`src/design/assert_macros.svh`:
```
// Assertion macros shared by the recording interval index RTL.
// Needs clk and rst_n in the scope where a macro is used.
`ifndef ASSERT_MACROS_SVH
`define ASSERT_MACROS_SVH

// cond must never hold at a clock edge out of reset
`define ASSERT_NEVER(lbl, cond, msg) \
  lbl: assert property (@(posedge clk) disable iff (!rst_n) !(cond)) else $error(msg);

// implication checked at every clock edge out of reset
`define ASSERT_IMPL(lbl, ante, cons, msg) \
  lbl: assert property (@(posedge clk) disable iff (!rst_n) (ante) |-> (cons)) else $error(msg);

`endif

```
`src/design/rii_pkg.sv`:
```
// Package for the recording interval index: widths, codes, FSM states and
// the command/status structs between controller and datapath. No dependencies.
package rii_pkg;

  localparam int MAX_SEGMENTS_DEF = 32;
  localparam int TW    = 63;
  localparam int TAGW  = 16;
  localparam int IDXOW = 5;
  localparam int CNTOW = 6;
  localparam int KINDW = 3;
  localparam int CFGIW = 2;

  typedef enum logic [1:0] {
    ACT_LOAD, ACT_MAP, ACT_NEXT, ACT_EXPORT
  } action_t;

  typedef enum logic [KINDW-1:0] {
    KIND_GAP, KIND_SUMMARY, KIND_MAP, KIND_NEXT, KIND_EXPORT
  } kind_t;

  typedef enum logic [CFGIW-1:0] {
    CFG_DAY_START, CFG_DAY_END, CFG_GAP_THRESHOLD
  } cfg_idx_t;

  typedef enum logic [2:0] {
    EM_GAP, EM_SUM, EM_MAP, EM_NEXT, EM_EXP, EM_EXP_EMPTY
  } emit_sel_t;

  typedef enum logic [4:0] {
    S_IDLE, S_B_INIT, S_B_SCAN, S_B_DIFF, S_B_GAP, S_B_WRITE, S_B_ACC,
    S_B_TDIFF, S_B_TGAP, S_B_SUM, S_Q_MID, S_Q_CMP, S_Q_FETCH, S_Q_EVAL,
    S_Q_EMIT, S_X_RD, S_X_CALC, S_X_EMIT, S_X_EMPTY
  } ctl_state_t;

  typedef struct packed {
    logic      accept;
    logic      load;
    logic      q_init;
    logic      x_init;
    logic      build_init;
    logic      scan_start;
    logic      scan_run;
    logic      diff_seg;
    logic      diff_tail;
    logic      write_tbl;
    logic      acc_cov;
    logic      build_done;
    logic      q_read_mid;
    logic      q_cmp;
    logic      q_fetch;
    logic      q_eval;
    logic      q_prev;
    logic      x_read;
    logic      x_calc;
    logic      x_step;
    logic      emit;
    logic      emit_last;
    emit_sel_t sel;
  } dp_cmd_t;

  typedef struct packed {
    logic win_ok;
    logic scan_done;
    logic have_best;
    logic gap_big;
    logic tbl_nonempty;
    logic q_more;
    logic x_last;
    logic out_free;
  } dp_stat_t;

endpackage

```
`src/design/rii_ctrl.sv`:
```
// Controller FSM for the recording interval index: sequences load, build,
// query and export. Depends on rii_pkg and assert_macros.svh.
`include "assert_macros.svh"
module rii_ctrl (
  input  logic              clk,
  input  logic              rst_n,
  input  logic              in_valid,
  input  logic [1:0]        in_action,
  input  logic              in_last_seg,
  output logic              in_stall,
  input  rii_pkg::dp_stat_t stat,
  output rii_pkg::dp_cmd_t  cmd
);
  import rii_pkg::*;

  ctl_state_t state_r, state_nxt;
  action_t    op_r, op_nxt;

  always_ff @(posedge clk) begin
    if (!rst_n) begin
      state_r <= S_IDLE;
      op_r    <= ACT_LOAD;
    end else begin
      state_r <= state_nxt;
      op_r    <= op_nxt;
    end
  end

  always_comb begin
    state_nxt = state_r;
    op_nxt    = op_r;
    cmd       = '0;
    in_stall  = 1'b1;
    case (state_r)
      S_IDLE: begin
        in_stall = 1'b0;
        if (in_valid) begin
          cmd.accept = 1'b1;
          op_nxt     = action_t'(in_action);
          case (action_t'(in_action))
            ACT_LOAD: begin
              cmd.load = 1'b1;
              if (in_last_seg) state_nxt = S_B_INIT;
            end
            ACT_MAP, ACT_NEXT: begin
              cmd.q_init = 1'b1;
              state_nxt  = S_Q_MID;
            end
            default: begin
              cmd.x_init = 1'b1;
              state_nxt  = stat.tbl_nonempty ? S_X_RD : S_X_EMPTY;
            end
          endcase
        end
      end
      S_B_INIT: begin
        cmd.build_init = 1'b1;
        cmd.scan_start = 1'b1;
        state_nxt = stat.win_ok ? S_B_SCAN : S_B_SUM;
      end
      S_B_SCAN: begin
        cmd.scan_run = 1'b1;
        if (stat.scan_done) begin
          if (stat.have_best)         state_nxt = S_B_DIFF;
          else if (stat.tbl_nonempty) state_nxt = S_B_TDIFF;
          else                        state_nxt = S_B_SUM;
        end
      end
      S_B_DIFF: begin
        cmd.diff_seg = 1'b1;
        state_nxt = S_B_GAP;
      end
      S_B_GAP: begin
        if (!stat.gap_big) begin
          state_nxt = S_B_WRITE;
        end else if (stat.out_free) begin
          cmd.emit  = 1'b1;
          cmd.sel   = EM_GAP;
          state_nxt = S_B_WRITE;
        end
      end
      S_B_WRITE: begin
        cmd.write_tbl = 1'b1;
        state_nxt = S_B_ACC;
      end
      S_B_ACC: begin
        cmd.acc_cov    = 1'b1;
        cmd.scan_start = 1'b1;
        state_nxt = S_B_SCAN;
      end
      S_B_TDIFF: begin
        cmd.diff_tail = 1'b1;
        state_nxt = S_B_TGAP;
      end
      S_B_TGAP: begin
        if (!stat.gap_big) begin
          state_nxt = S_B_SUM;
        end else if (stat.out_free) begin
          cmd.emit  = 1'b1;
          cmd.sel   = EM_GAP;
          state_nxt = S_B_SUM;
        end
      end
      S_B_SUM: begin
        if (stat.out_free) begin
          cmd.emit       = 1'b1;
          cmd.emit_last  = 1'b1;
          cmd.sel        = EM_SUM;
          cmd.build_done = 1'b1;
          state_nxt = S_IDLE;
        end
      end
      S_Q_MID: begin
        if (stat.q_more) begin
          cmd.q_read_mid = 1'b1;
          state_nxt = S_Q_CMP;
        end else begin
          state_nxt = S_Q_FETCH;
        end
      end
      S_Q_CMP: begin
        cmd.q_cmp = 1'b1;
        state_nxt = S_Q_MID;
      end
      S_Q_FETCH: begin
        cmd.q_fetch = 1'b1;
        cmd.q_prev  = (op_r == ACT_MAP);
        state_nxt = S_Q_EVAL;
      end
      S_Q_EVAL: begin
        cmd.q_eval = 1'b1;
        cmd.q_prev = (op_r == ACT_MAP);
        state_nxt = S_Q_EMIT;
      end
      S_Q_EMIT: begin
        if (stat.out_free) begin
          cmd.emit      = 1'b1;
          cmd.emit_last = 1'b1;
          cmd.sel       = (op_r == ACT_MAP) ? EM_MAP : EM_NEXT;
          state_nxt = S_IDLE;
        end
      end
      S_X_RD: begin
        cmd.x_read = 1'b1;
        state_nxt = S_X_CALC;
      end
      S_X_CALC: begin
        cmd.x_calc = 1'b1;
        state_nxt = S_X_EMIT;
      end
      S_X_EMIT: begin
        if (stat.out_free) begin
          cmd.emit      = 1'b1;
          cmd.emit_last = stat.x_last;
          cmd.sel       = EM_EXP;
          cmd.x_step    = 1'b1;
          state_nxt = stat.x_last ? S_IDLE : S_X_RD;
        end
      end
      S_X_EMPTY: begin
        if (stat.out_free) begin
          cmd.emit      = 1'b1;
          cmd.emit_last = 1'b1;
          cmd.sel       = EM_EXP_EMPTY;
          state_nxt = S_IDLE;
        end
      end
      default: state_nxt = S_IDLE;
    endcase
  end

  `ASSERT_IMPL(a_emit_needs_room, cmd.emit, stat.out_free, "result pushed into a full output register")
  `ASSERT_IMPL(a_accept_only_idle, cmd.accept, state_r == S_IDLE && in_valid, "transaction taken while busy")

endmodule

```
`config.mk`:
```
export PLATFORM = sky130hd
export DESIGN_NAME = rii_ctrl
export DESIGN_NICKNAME = d
export VERILOG_FILES = /design/src/design/rii_pkg.sv /design/src/design/rii_ctrl.sv
export VERILOG_INCLUDE_DIRS = /design/src /design/src/design
export SDC_FILE = /design/constraint.sdc
export NUM_CORES = 1
export LEC_CHECK = 0
export BUFFER_PORTS_ARGS = -buffer_cell sky130_fd_sc_hd__buf_4
export CAP_MARGIN = 20
export CORE_MARGIN = 5
export CORE_UTILIZATION = 40
export CTS_BUF_LIST = sky130_fd_sc_hd__clkbuf_4
export DETAILED_ROUTE_END_ITERATION = 10
export HOLD_SLACK_MARGIN = 0.15
export PLACE_DENSITY = 0.65
export RECOVER_POWER = 25
export SYNTH_ARGS = -nofsm -noshare
export SYNTH_HDL_FRONTEND = slang
export SYNTH_SLANG_ARGS = --single-unit
```
`constraint.sdc`:
```
create_clock -name clk -period 2.3 [get_ports clk]
set_input_delay 0.46 -clock clk [delete_from_list [all_inputs] [get_ports clk]]
set_output_delay 0.46 -clock clk [all_outputs]
set_load 0.1 [all_outputs]
```
* Word level (Yosys, flattened, before mapping) *
Index checks and enable logic that the tools add are counted.

cells by class
  reduce and logical (&&, ||, !) cells = 10
  eq/ne operators = 28
  bitwise logic cells = 0
  div/mod/pow operators = 0
  muxes and demuxes = 50
  multipliers = 0
  shifts and indexed selects = 0
  add/subtract/negate cells = 0
  $lt $le $gt $ge = 0

operator list
  kind                  count
  $pmux W5 S17          1
  $mux W5               14
  $eq A5 B4 Y1 const B  8
  $mux W1               24
  $eq A5 B3 Y1 const B  4
  $mux W4               5
  $eq A5 B5 Y1 const B  3
  $pmux W3 S4           1
  $eq A5 B2 Y1 const B  2
  $pmux W5 S2           1
  $ne A3 B3 Y1 const B  3
  $reduce_or A2 Y1      4
  $reduce_and A7 Y1     1
  $mux W6               1
  $ne A2 B2 Y1 const B  3
  $reduce_or A3 Y1      2
  $eq A5 B1 Y1 const B  1
  $logic_not A5 Y1      1
  $pmux W1 S5           1
  $eq A2 B1 Y1 const B  2
  $pmux W1 S4           1
  $mux W3               1
  $eq A2 B2 Y1 const B  1
  $logic_not A2 Y1      1
  2 further kinds       2

word-level totals
  memory bits (writable) = 0
  register bits = 7
  input bits = 14
  latch bits = 0
  memories kept = 0
  output and inout port bits = 26
  bits in read-only memories = 0
  word-level logic and storage cells = 90

* Longest topological paths before layout *
Gate-level depths: netlist of run 1.

  word-level depth = 5
  mapped depth = 8
  gate-level depth less buffers = 7

* Worst setup path after synthesis of run 1 *
No wires, ideal clock.

  path kind = flip-flop to output port
  from = register state_r[4]
  to = output cmd[5] in the netlist's numbering
  cell stages (with the launch flop) = 4
  arrival = 3,580 ps
  slack = -1,740 ps
  data required time = 1,840 ps
  buffers on the path = 1
  path through = dfxtp_1 -> buf_6 -> or2b_1 -> nor4_1

RTL lines
  item                    RTL line        RTL
  start, declared         rii_ctrl.sv:16  ctl_state_t state_r, state_nxt;
  start signal, assigned  rii_ctrl.sv:24  state_r <= state_nxt;
  end, declared           rii_ctrl.sv:12  output rii_pkg::dp_cmd_t cmd

==> results.json, run 1 <==
{
  "status": "finished clean",
  "p_per_area_mw_per_mm2": 1403,
  "synth_area_sq_mm": 0.001089,
  "finalWirelength_um": 3464,
  "cts_setup_buffers": 0,
  "drtIter0Drc": 30,
  "syn_area_per_cell_sq_um": 7.209,
  "wl_per_cell_um": 14.87,
  "yosysMostFrequentCell": "nor2_1",
  "startpoint_type": "flop",
  "skew_ns": 0.001290,
  "ir_worst_vdd_mv": 1.215,
  "dp_hpwl_um": 2862,
  "post-place-ws_ns": 0.1328,
  "relSlewSlack": 0.6416,
  "cts_buffer_depth": 2,
  "setup_tns_ns": 0,
  "holdCritPathClass": "in -> reg",
  "total_power_mw": 2.350,
  "synth_common_cells": "19 x nor2_1, 11 x inv_1, 11 x nand2_1, 10 x a21oi_1, 9 x nor3_1",
  "n_fill_cell": 262,
  "stdcell_count": 233,
  "ys_ff_latch": 7,
  "cp_top_family": "buffers and inverters",
  "antenna_found_initial": 0,
  "via_count": 1284,
  "routed_via_density": 5.511,
  "start_util": 0.4052,
  "path_class": "reg -> out",
  "grt_pass1_vias": 1298,
  "drive_above_1_share": 0.4950,
  "cts.clk_slew.worst_paths_ns": 0.05,
  "setup_violations": 0,
  "synthToLayoutAreaGrowth_pct": 53.91,
  "clkSinkCount": 7,
  "cpMaxStageDelayCell": "or3_4",
  "cts_buffers": 3,
  "die_x_um": 62.17,
  "synth_top_area_share": 0.1287,
  "netlist_instances": 151,
  "synth_nets": 168,
  "setup_slack_ns": 0.04753,
  "gp_congestion": 0.8766,
  "path_cells": "buf_4, or3_4, buf_4, nor3_4, buf_4",
  "antenna_left": 0,
  "cap_violations": 0,
  "insertion_delay_ns": 0.24,
  "final.min_clock_period_ns": 2.252,
  "ys_async_sr_fraction": 0,
  "cp_max_fo": 7,
  "track_usage": 0.1731,
  "cp.arrival_ns": 1.79,
  "synth-edff-count": 0,
  "grt_pass1_wl_um": 5637,
  "required_ns": 1.84,
  "yosys-top-cells-area": "dfxtp_1 13%, nor2_1 6.6%, mux2i_1 5.5%, clkbuf_8 5.1%, a21oi_1 4.6%",
  "multi_input_area_sq_um": 933.4,
  "fin_util": 0.6237,
  "end_kind": "output port",
  "tritoncts": "built",
  "worstMarginPinSlew_ns": 0.5240,
  "fin_crit_sh": 0.9793,
  "num_rows": 19,
  "yosysSeqAreaShare": 0.1287,
  "die_h_um": 62.17,
  "synth_ff_type": "dfxtp_1",
  "yosysWarningCount": 0,
  "core-area_sq_mm": 0.002686,
  "path_buf_inv": 3,
  "ys_types": 50,
  "io-pin-count": 40,
  "drtPass1Iterations": 4,
  "antenna_cells": 0,
  "final-seq-area_sq_um": 148.9,
  "drc": 0,
  "yosysTopAreaCell": "dfxtp_1",
  "max_stage_delay_ns": 0.40,
  "cts_root_buffer": "clkbuf_4",
  "p_leak_nw": 0.7397,
  "die_area_sq_mm": 0.003864,
  "h-tree-depth": 1,
  "grt_max_degree": 14,
  "timing.final.hold_violations": 0,
  "grt-ovfl-total": 0,
  "max_freq_mhz": 444.0,
  "final_nets": 220,
  "port_buffers": 39,
  "dp_cells": 229,
  "path_common_cell": "buf_4",
  "slew_viol_final": 0
}
==> power by group <==
| part | internal, mW | switching, mW | leakage (nW) | total, mW |
|---|---|---|---|---|
| registers | 0.178 | 0.101 | 0.0597 | 0.279 |
| clock network | 0.0777 | 0.0413 | 0.0184 | 0.119 |
| logic | 0.675 | 1.28 | 0.662 | 1.95 |
==> flip-flops by register name (all words and copies together) (netlist names) <==
register	count
op_r	2
state_r	5
==> logic make-up (layout without fill, tap and decap cells) <==
family | count (synthesis) | count (layout) | share of synthesized area
buf+inv | 23 | 74 | 0.1356
compound gates | 37 | 37 | 0.2517
mux | 6 | 6 | 0.05517
simple gates | 74 | 74 | 0.3862
fa+ha+maj | 3 | 3 | 0.03449
xor+xnor | 1 | 1 | 0.008047
flops | 7 | 7 | 0.1287
==> final cells by class <==
cell class,instances,share of cell area
Inverter,11,0.02465
Tap cell,31,0.02315
Clock buffer,4,0.01792
Multi-Input combinational cell,121,0.5571
Timing Repair Buffer,59,0.2883
Sequential cell,7,0.08887
==> metrics by stage <==
step           cell area, sq um  hold slack, ns
6_report                   1675          0.4859
5_1_grt                    1675          0.4864
4_1_cts                    1635          0.4866
3_5_place_dp               1589          0.4874
3_3_place_gp               1589          0.4798
2_1_floorplan              1217          0.4553
==> path summary, 6_finish.rpt <==
kind,start,endpoint,slack [ns],cells after the start
worst max-delay path,state_r[4],cmd[13],0.05,5
worst min-delay path,rst_n,state_r[0],0.49,3
worst max register to register,state_r[4],state_r[1],0.41,6
worst min register to register,op_r[0],op_r[0],0.49,2
==> metal layers <==
layer,GRT usage,routed length [um],vias up
met2,0.3394,1828,40
met4,0.01897,21,0
li1,-,-,643
met5,0,0,-
met1,0.1917,1432,599
met3,0.03604,181,2
==> worst reg2reg max path, cell delays in order (launching register included) <==
cell and delay, ns:
dfxtp_4 0.37, buf_4 0.16, or3b_1 0.52, nor3_1 0.19, a21oi_1 0.14, and2_4 0.20
a311oi_1 0.21
==> what timing repair did <==
action                     in CTS  in global routing
setup endpoints to repair      15                  8
resized for setup               7                 11
hold buffers                    0                  0
==> cell usage in the layout, fill, tap and decap left out, drive strengths merged, types with 2 or more instances in the layout <==
cell	count
o21ai	5
or3b	3
buf	59
nand2	11
nor2b	7
a311oi	2
o32ai	3
clkbuf	4
ha	3
a21oi	10
nand2b	2
mux2i	6
a211oi	4
inv	11
nor3	9
a2111oi	2
nor4	3
and3	2
nor2	21
nand3	2
nor3b	4
dfxtp	7
and2	2
a31oi	3
Note: power is estimated with default switching activity, not from simulation.
==> inputs of run 2 (changes only) <==
--- a/config.mk
+++ b/config.mk
@@ -13,6 +13,7 @@
 export CTS_BUF_LIST = sky130_fd_sc_hd__clkbuf_4
 export DETAILED_ROUTE_END_ITERATION = 10
 export HOLD_SLACK_MARGIN = 0.15
+export MAX_ROUTING_LAYER = met4
 export PLACE_DENSITY = 0.65
 export RECOVER_POWER = 25
 export SYNTH_ARGS = -nofsm -noshare
==> constraint.sdc (replaced) <==
create_clock -name clk -period 2.3 [get_ports clk]
set_input_delay 0.46 -clock clk [delete_from_list [all_inputs] [get_ports clk]]
set_output_delay 0.46 -clock clk [all_outputs]
set_load 0.02 [all_outputs]
==> run 2 against run 1 <==
  * Wire length down 4.1%
  * Global-route usage fell by 0.12 points
  * Register-to-register slack worse by 0.05 ns
  * First-iteration DRC count grew 83%
  * Die area stayed put
  * Count of clock-buffer cells in the layout is the same
  * Final area down 15%
  * Largest cell class unchanged
  * Largest power group unchanged
==> results.json, run 2 (synthesis results as in run 1) <==
{
  "largest_reg_flops": 5,
  "cp_max_fo": 11,
  "synthToLayoutAreaGrowth_pct": 30.69,
  "placed_area_sq_mm": 0.001389,
  "status": "finished clean",
  "die_h_um": 62.17,
  "grt_max_degree": 21,
  "fin_crit_sh": 0.9398,
  "gp_congestion": 0.8998,
  "r2r-start": "state_r[2]",
  "layout_commonest_cell": "buf_4",
  "finalWirelength_um": 3323,
  "tritoncts": "built",
  "drtIter0Drc": 55,
  "cts_buffer_depth": 2,
  "h-tree-depth": 1,
  "clkSinkCount": 7,
  "port_buffers": 39,
  "skew_ns": 0.0001704,
  "final.min_clock_period_ns": 2.162,
  "grtUsageMet3": 0.03423,
  "start_util": 0.4052,
  "final_nets": 210,
  "total_power_mw": 1.587,
  "grt_pass1_wl_um": 5595,
  "grt-ovfl-total": 0,
  "final_cell_mix": "46 x buf_4, 19 x nor2_1, 11 x nand2_1, 11 x inv_1, 10 x a21oi_1",
  "path_class": "reg -> out",
  "end_kind": "output port",
  "n_fill_cell": 282,
  "num_rows": 19,
  "worstMarginPinSlew_ns": 0.4753,
  "hp-start": "rst_n",
  "routed_via_density": 5.538,
  "p_per_area_mw_per_mm2": 1116,
  "timing.final.hold_violations": 0,
  "holdBufCountCts": 0,
  "antenna_found_initial": 0,
  "cts_root_buffer": "clkbuf_4",
  "final_cell_area_sq_mm": 0.001423,
  "wl_per_cell_um": 14.90,
  "drtPass1Iterations": 4,
  "grt_pass1_vias": 1203,
  "holdCritPathClass": "in -> reg",
  "setup_violations": 0,
  "cts.clk_slew.worst_paths_ns": 0.05,
  "largestRegisters": "state_r: 5 flops, op_r: 2 flops",
  "grt.busiest_layer": "met2",
  "p_leak_nw": 0.6309,
  "cp.arrival_ns": 1.70,
  "drive_above_1_share": 0.3542,
  "top_register": "state_r",
  "slew_viol_final": 0,
  "cts_buffers": 3,
  "antenna_left": 0,
  "use_met2": 0.2785,
  "cap_violations": 0,
  "via_count": 1235,
  "core-area_sq_mm": 0.002686,
  "die_x_um": 62.17,
  "setup_tns_ns": 0,
  "required_ns": 1.84,
  "relSlewSlack": 0.6831,
  "crit_start": "state_r[3]",
  "antenna_cells": 0,
  "insertion_delay_ns": 0.24,
  "track_usage": 0.1720,
  "max_freq_mhz": 462.6,
  "ir_worst_vdd_mv": 0.6432,
  "dp_hpwl_um": 2732,
  "fin_util": 0.5296,
  "drc": 0,
  "grt_use_met1": 0.2150,
  "stdcell_count": 223,
  "rsz0062_at_grt": "no",
  "io-pin-count": 40,
  "dp_cells": 219,
  "die_area_sq_mm": 0.003864,
  "startpoint_type": "flop"
}
[run 2: path summary, 6_finish.rpt]
kind	slack, ns	end	cells after the start
hold / removal	0.48	state_r[0]	3
setup reg to reg	0.36	state_r[1]	6
hold reg to reg	0.49	op_r[0]	2
setup / recovery	0.14	cmd[0]	4
[run 2: stage by stage]
step	hold slack (ns)	worst slack (ns)
global placement	0.4753	0.2272
floorplan	0.4553	0.2342
global route	0.4814	0.01221
detailed placement	0.4891	0.1529
CTS	0.4860	0.008680
finish	0.4805	0.1384
[run 2: critical path, stage by stage, from the launching register on]
cell	delay, ns
dfxtp_2	0.43
nor2b_1	0.37
nand2_1	0.13
o32ai_1	0.32
buf_4	0.20
[run 2: report_power, final]
group,switching [mW],total (mW),internal (mW)
registers,0.111,0.290,0.178
logic,0.679,1.18,0.498
clock network,0.0429,0.121,0.0778
total,0.833,1.59,0.754
[run 2: routing by layer]
metal  vias up  share of wire
met5         -              0
met4         0          0.010
met3         2          0.064
met2        46           0.47
met1       563           0.45
li1        624              -
[run 2: layout make-up]
type | instances | area, sq um | share of cell area
multi-input cells | 121 | 805.8 | 0.5664
repair buffers | 49 | 356.6 | 0.2507
flip-flops and latches | 7 | 150.1 | 0.1055
inverters | 11 | 41.29 | 0.02902
well taps | 31 | 38.79 | 0.02726
clock buffers | 4 | 30.03 | 0.02111
[run 2: what timing repair did]
action | CTS | global route
gates resized for setup | 1 | 7
setup endpoints to repair | 5 | 6
buffers inserted | 0 | 0
==> inputs of run 3 (changes only) <==
--- a/config.mk
+++ b/config.mk
@@ -8,13 +8,16 @@
 export LEC_CHECK = 0
 export BUFFER_PORTS_ARGS = -buffer_cell sky130_fd_sc_hd__buf_4
 export CAP_MARGIN = 20
+export CELL_PAD_IN_SITES_DETAIL_PLACEMENT = 2
+export CELL_PAD_IN_SITES_GLOBAL_PLACEMENT = 2
+export CORE_ASPECT_RATIO = 1.5
 export CORE_MARGIN = 5
-export CORE_UTILIZATION = 40
+export CORE_UTILIZATION = 27
 export CTS_BUF_LIST = sky130_fd_sc_hd__clkbuf_4
 export DETAILED_ROUTE_END_ITERATION = 10
 export HOLD_SLACK_MARGIN = 0.15
 export MAX_ROUTING_LAYER = met4
-export PLACE_DENSITY = 0.65
+export PLACE_DENSITY = 0.8
 export RECOVER_POWER = 25
 export SYNTH_ARGS = -nofsm -noshare
 export SYNTH_HDL_FRONTEND = slang
==> run 3 against run 2 <==
  * Sequential share of layout area down 0.63 points
  * Wire length increased by 36%
  * Worst setup slack worse by 0.088 ns
  * Total power increased by 11%
  * Combinational power up 15%
  * Die area up 40%
  * Utilization decreased by 14 points
  * Critical endpoint is now cmd[4]
  * Largest cell class unchanged
==> results.json, run 3 (synthesis results as in run 1) <==
{
  "end_kind": "output port",
  "cp.arrival_ns": 1.79,
  "setup_violations": 0,
  "p_per_area_mw_per_mm2": 1169,
  "holdCritPathClass": "in -> reg",
  "cts.clk_slew.worst_paths_ns": 0.06,
  "largest_reg_flops": 5,
  "track_usage": 0.1857,
  "drtPass1Iterations": 4,
  "gp_congestion": 0.9367,
  "worstMarginPinSlew_ns": 0.5163,
  "dp_hpwl_um": 3803,
  "final_cell_mix": "54 x buf_4, 20 x nor2_1, 11 x inv_1",
  "start_util": 0.2774,
  "antenna_left": 0,
  "placed_area_sq_mm": 0.001466,
  "antenna_cells": 0,
  "max_stage_delay_ns": 0.38,
  "wl_per_cell_um": 18.41,
  "grt-ovfl-total": 0,
  "multi_input_area_sq_um": 810.8,
  "num_rows": 28,
  "cpMaxStageDelayCell": "dfxtp_4",
  "cts_buffer_depth": 2,
  "skew_ns": 0.001729,
  "rsz0062_at_grt": "no",
  "ir_worst_vdd_mv": 0.4604,
  "drc": 0,
  "fin_crit_sh": 0.9783,
  "required_ns": 1.84,
  "slew_viol_final": 0,
  "clkSinkCount": 7,
  "p_leak_nw": 0.6803,
  "via_count": 1291,
  "path_class": "reg -> out",
  "setup_tns_ns": 0,
  "final-seq-area_sq_um": 150.1,
  "timing.final.hold_violations": 0,
  "top_register": "state_r",
  "n_fill_cell": 493,
  "io-pin-count": 40,
  "cts_root_buffer": "clkbuf_4",
  "cp_max_fo": 9,
  "grt_pass1_wl_um": 7417,
  "die_x_um": 61.85,
  "cts_buffers": 3,
  "die_h_um": 87.77,
  "drtIter0Drc": 33,
  "final_cell_area_sq_mm": 0.001513,
  "insertion_delay_ns": 0.26,
  "port_buffers": 39,
  "holdBufCountCts": 0,
  "tritoncts": "built",
  "grt_max_degree": 13,
  "finalWirelength_um": 4511,
  "max_freq_mhz": 444.4,
  "path_cells": "buf_4, or3b_4, a2111oi_4, o31a_2, buf_6",
  "synthToLayoutAreaGrowth_pct": 38.97,
  "final.min_clock_period_ns": 2.250,
  "startpoint_type": "flop",
  "antenna_found_initial": 0,
  "largestRegisters": "state_r: 5 flops, op_r: 2 flops",
  "die_area_sq_mm": 0.005428,
  "h-tree-depth": 1,
  "grt_pass1_vias": 1441,
  "core-area_sq_mm": 0.003924,
  "status": "finished clean",
  "cap_violations": 0,
  "layout_commonest_cell": "buf_4",
  "routed_via_density": 5.269,
  "final_nets": 218,
  "relSlewSlack": 0.6558,
  "drive_above_1_share": 0.3950
}
==> run 3: cell types whose count changed in the layout (fill, tap and decap cells not counted), sizes merged <==
| cell | delta |
|---|---|
| clkbuf | -1 |
| buf | +9 |
==> run 3: cell type report <==
type,count,area share
Clock buffer,4,0.01985
Inverter,11,0.02730
Multi-Input combinational cell,121,0.5360
Sequential cell,7,0.09926
Tap cell,45,0.03722
Timing Repair Buffer,57,0.2804
==> run 3: stage by stage <==
stage          setup WS (ns)  utilization  power (mW)  hold slack [ns]  std cells
4_1_cts              0.02414       0.3852       1.789           0.4755        245
3_5_place_dp          0.1849       0.3737       1.624           0.4850        241
2_1_floorplan         0.2342            -       1.161           0.4553        151
3_3_place_gp          0.2263       0.3737       1.561           0.4845        241
5_1_grt             0.003292       0.3855       1.923           0.4794        245
6_report             0.04991       0.3855       1.768           0.4743        245
==> run 3: worst paths after layout <==
| path | start | end | slack, ns | cells after the start |
|---|---|---|---|---|
| setup / recovery | state_r[1] | cmd[4] | 0.05 | 5 |
| hold reg to reg | op_r[0] | op_r[0] | 0.49 | 2 |
| hold / removal | rst_n | state_r[0] | 0.47 | 3 |
| setup reg to reg | state_r[1] | state_r[1] | 0.29 | 7 |
==> run 3: timing repair <==
item / 4_1_cts / 5_1_grt
resized for setup: 7 / 4
hold endpoints to repair: 0 / 0
buffers inserted: 0 / 0
setup endpoints to repair: 7 / 3
==> run 3: layer usage <==
metal  up-vias  share of wire  track usage
met2        32           0.57       0.3556
met5         -              0            -
li1        641              -            -
met3         5          0.027     0.004425
met4         0          0.010      0.03861
met1       613           0.39       0.2040
==> run 3: worst max-delay path, delay by kind of cell (launching register included) <==
kind,cells,cell delay [ns]
AO/OA/AOI/OAI,2,0.51
buffers and inverters,2,0.26
flip-flops,1,0.38
AND/OR/NAND/NOR,1,0.38
==> run 3: where the power goes <==
part	total, mW	internal, mW	switching (mW)	leakage (nW)
logic	1.36	0.594	0.766	0.602
registers	0.277	0.176	0.101	0.0596
clock network	0.131	0.0785	0.0525	0.0184
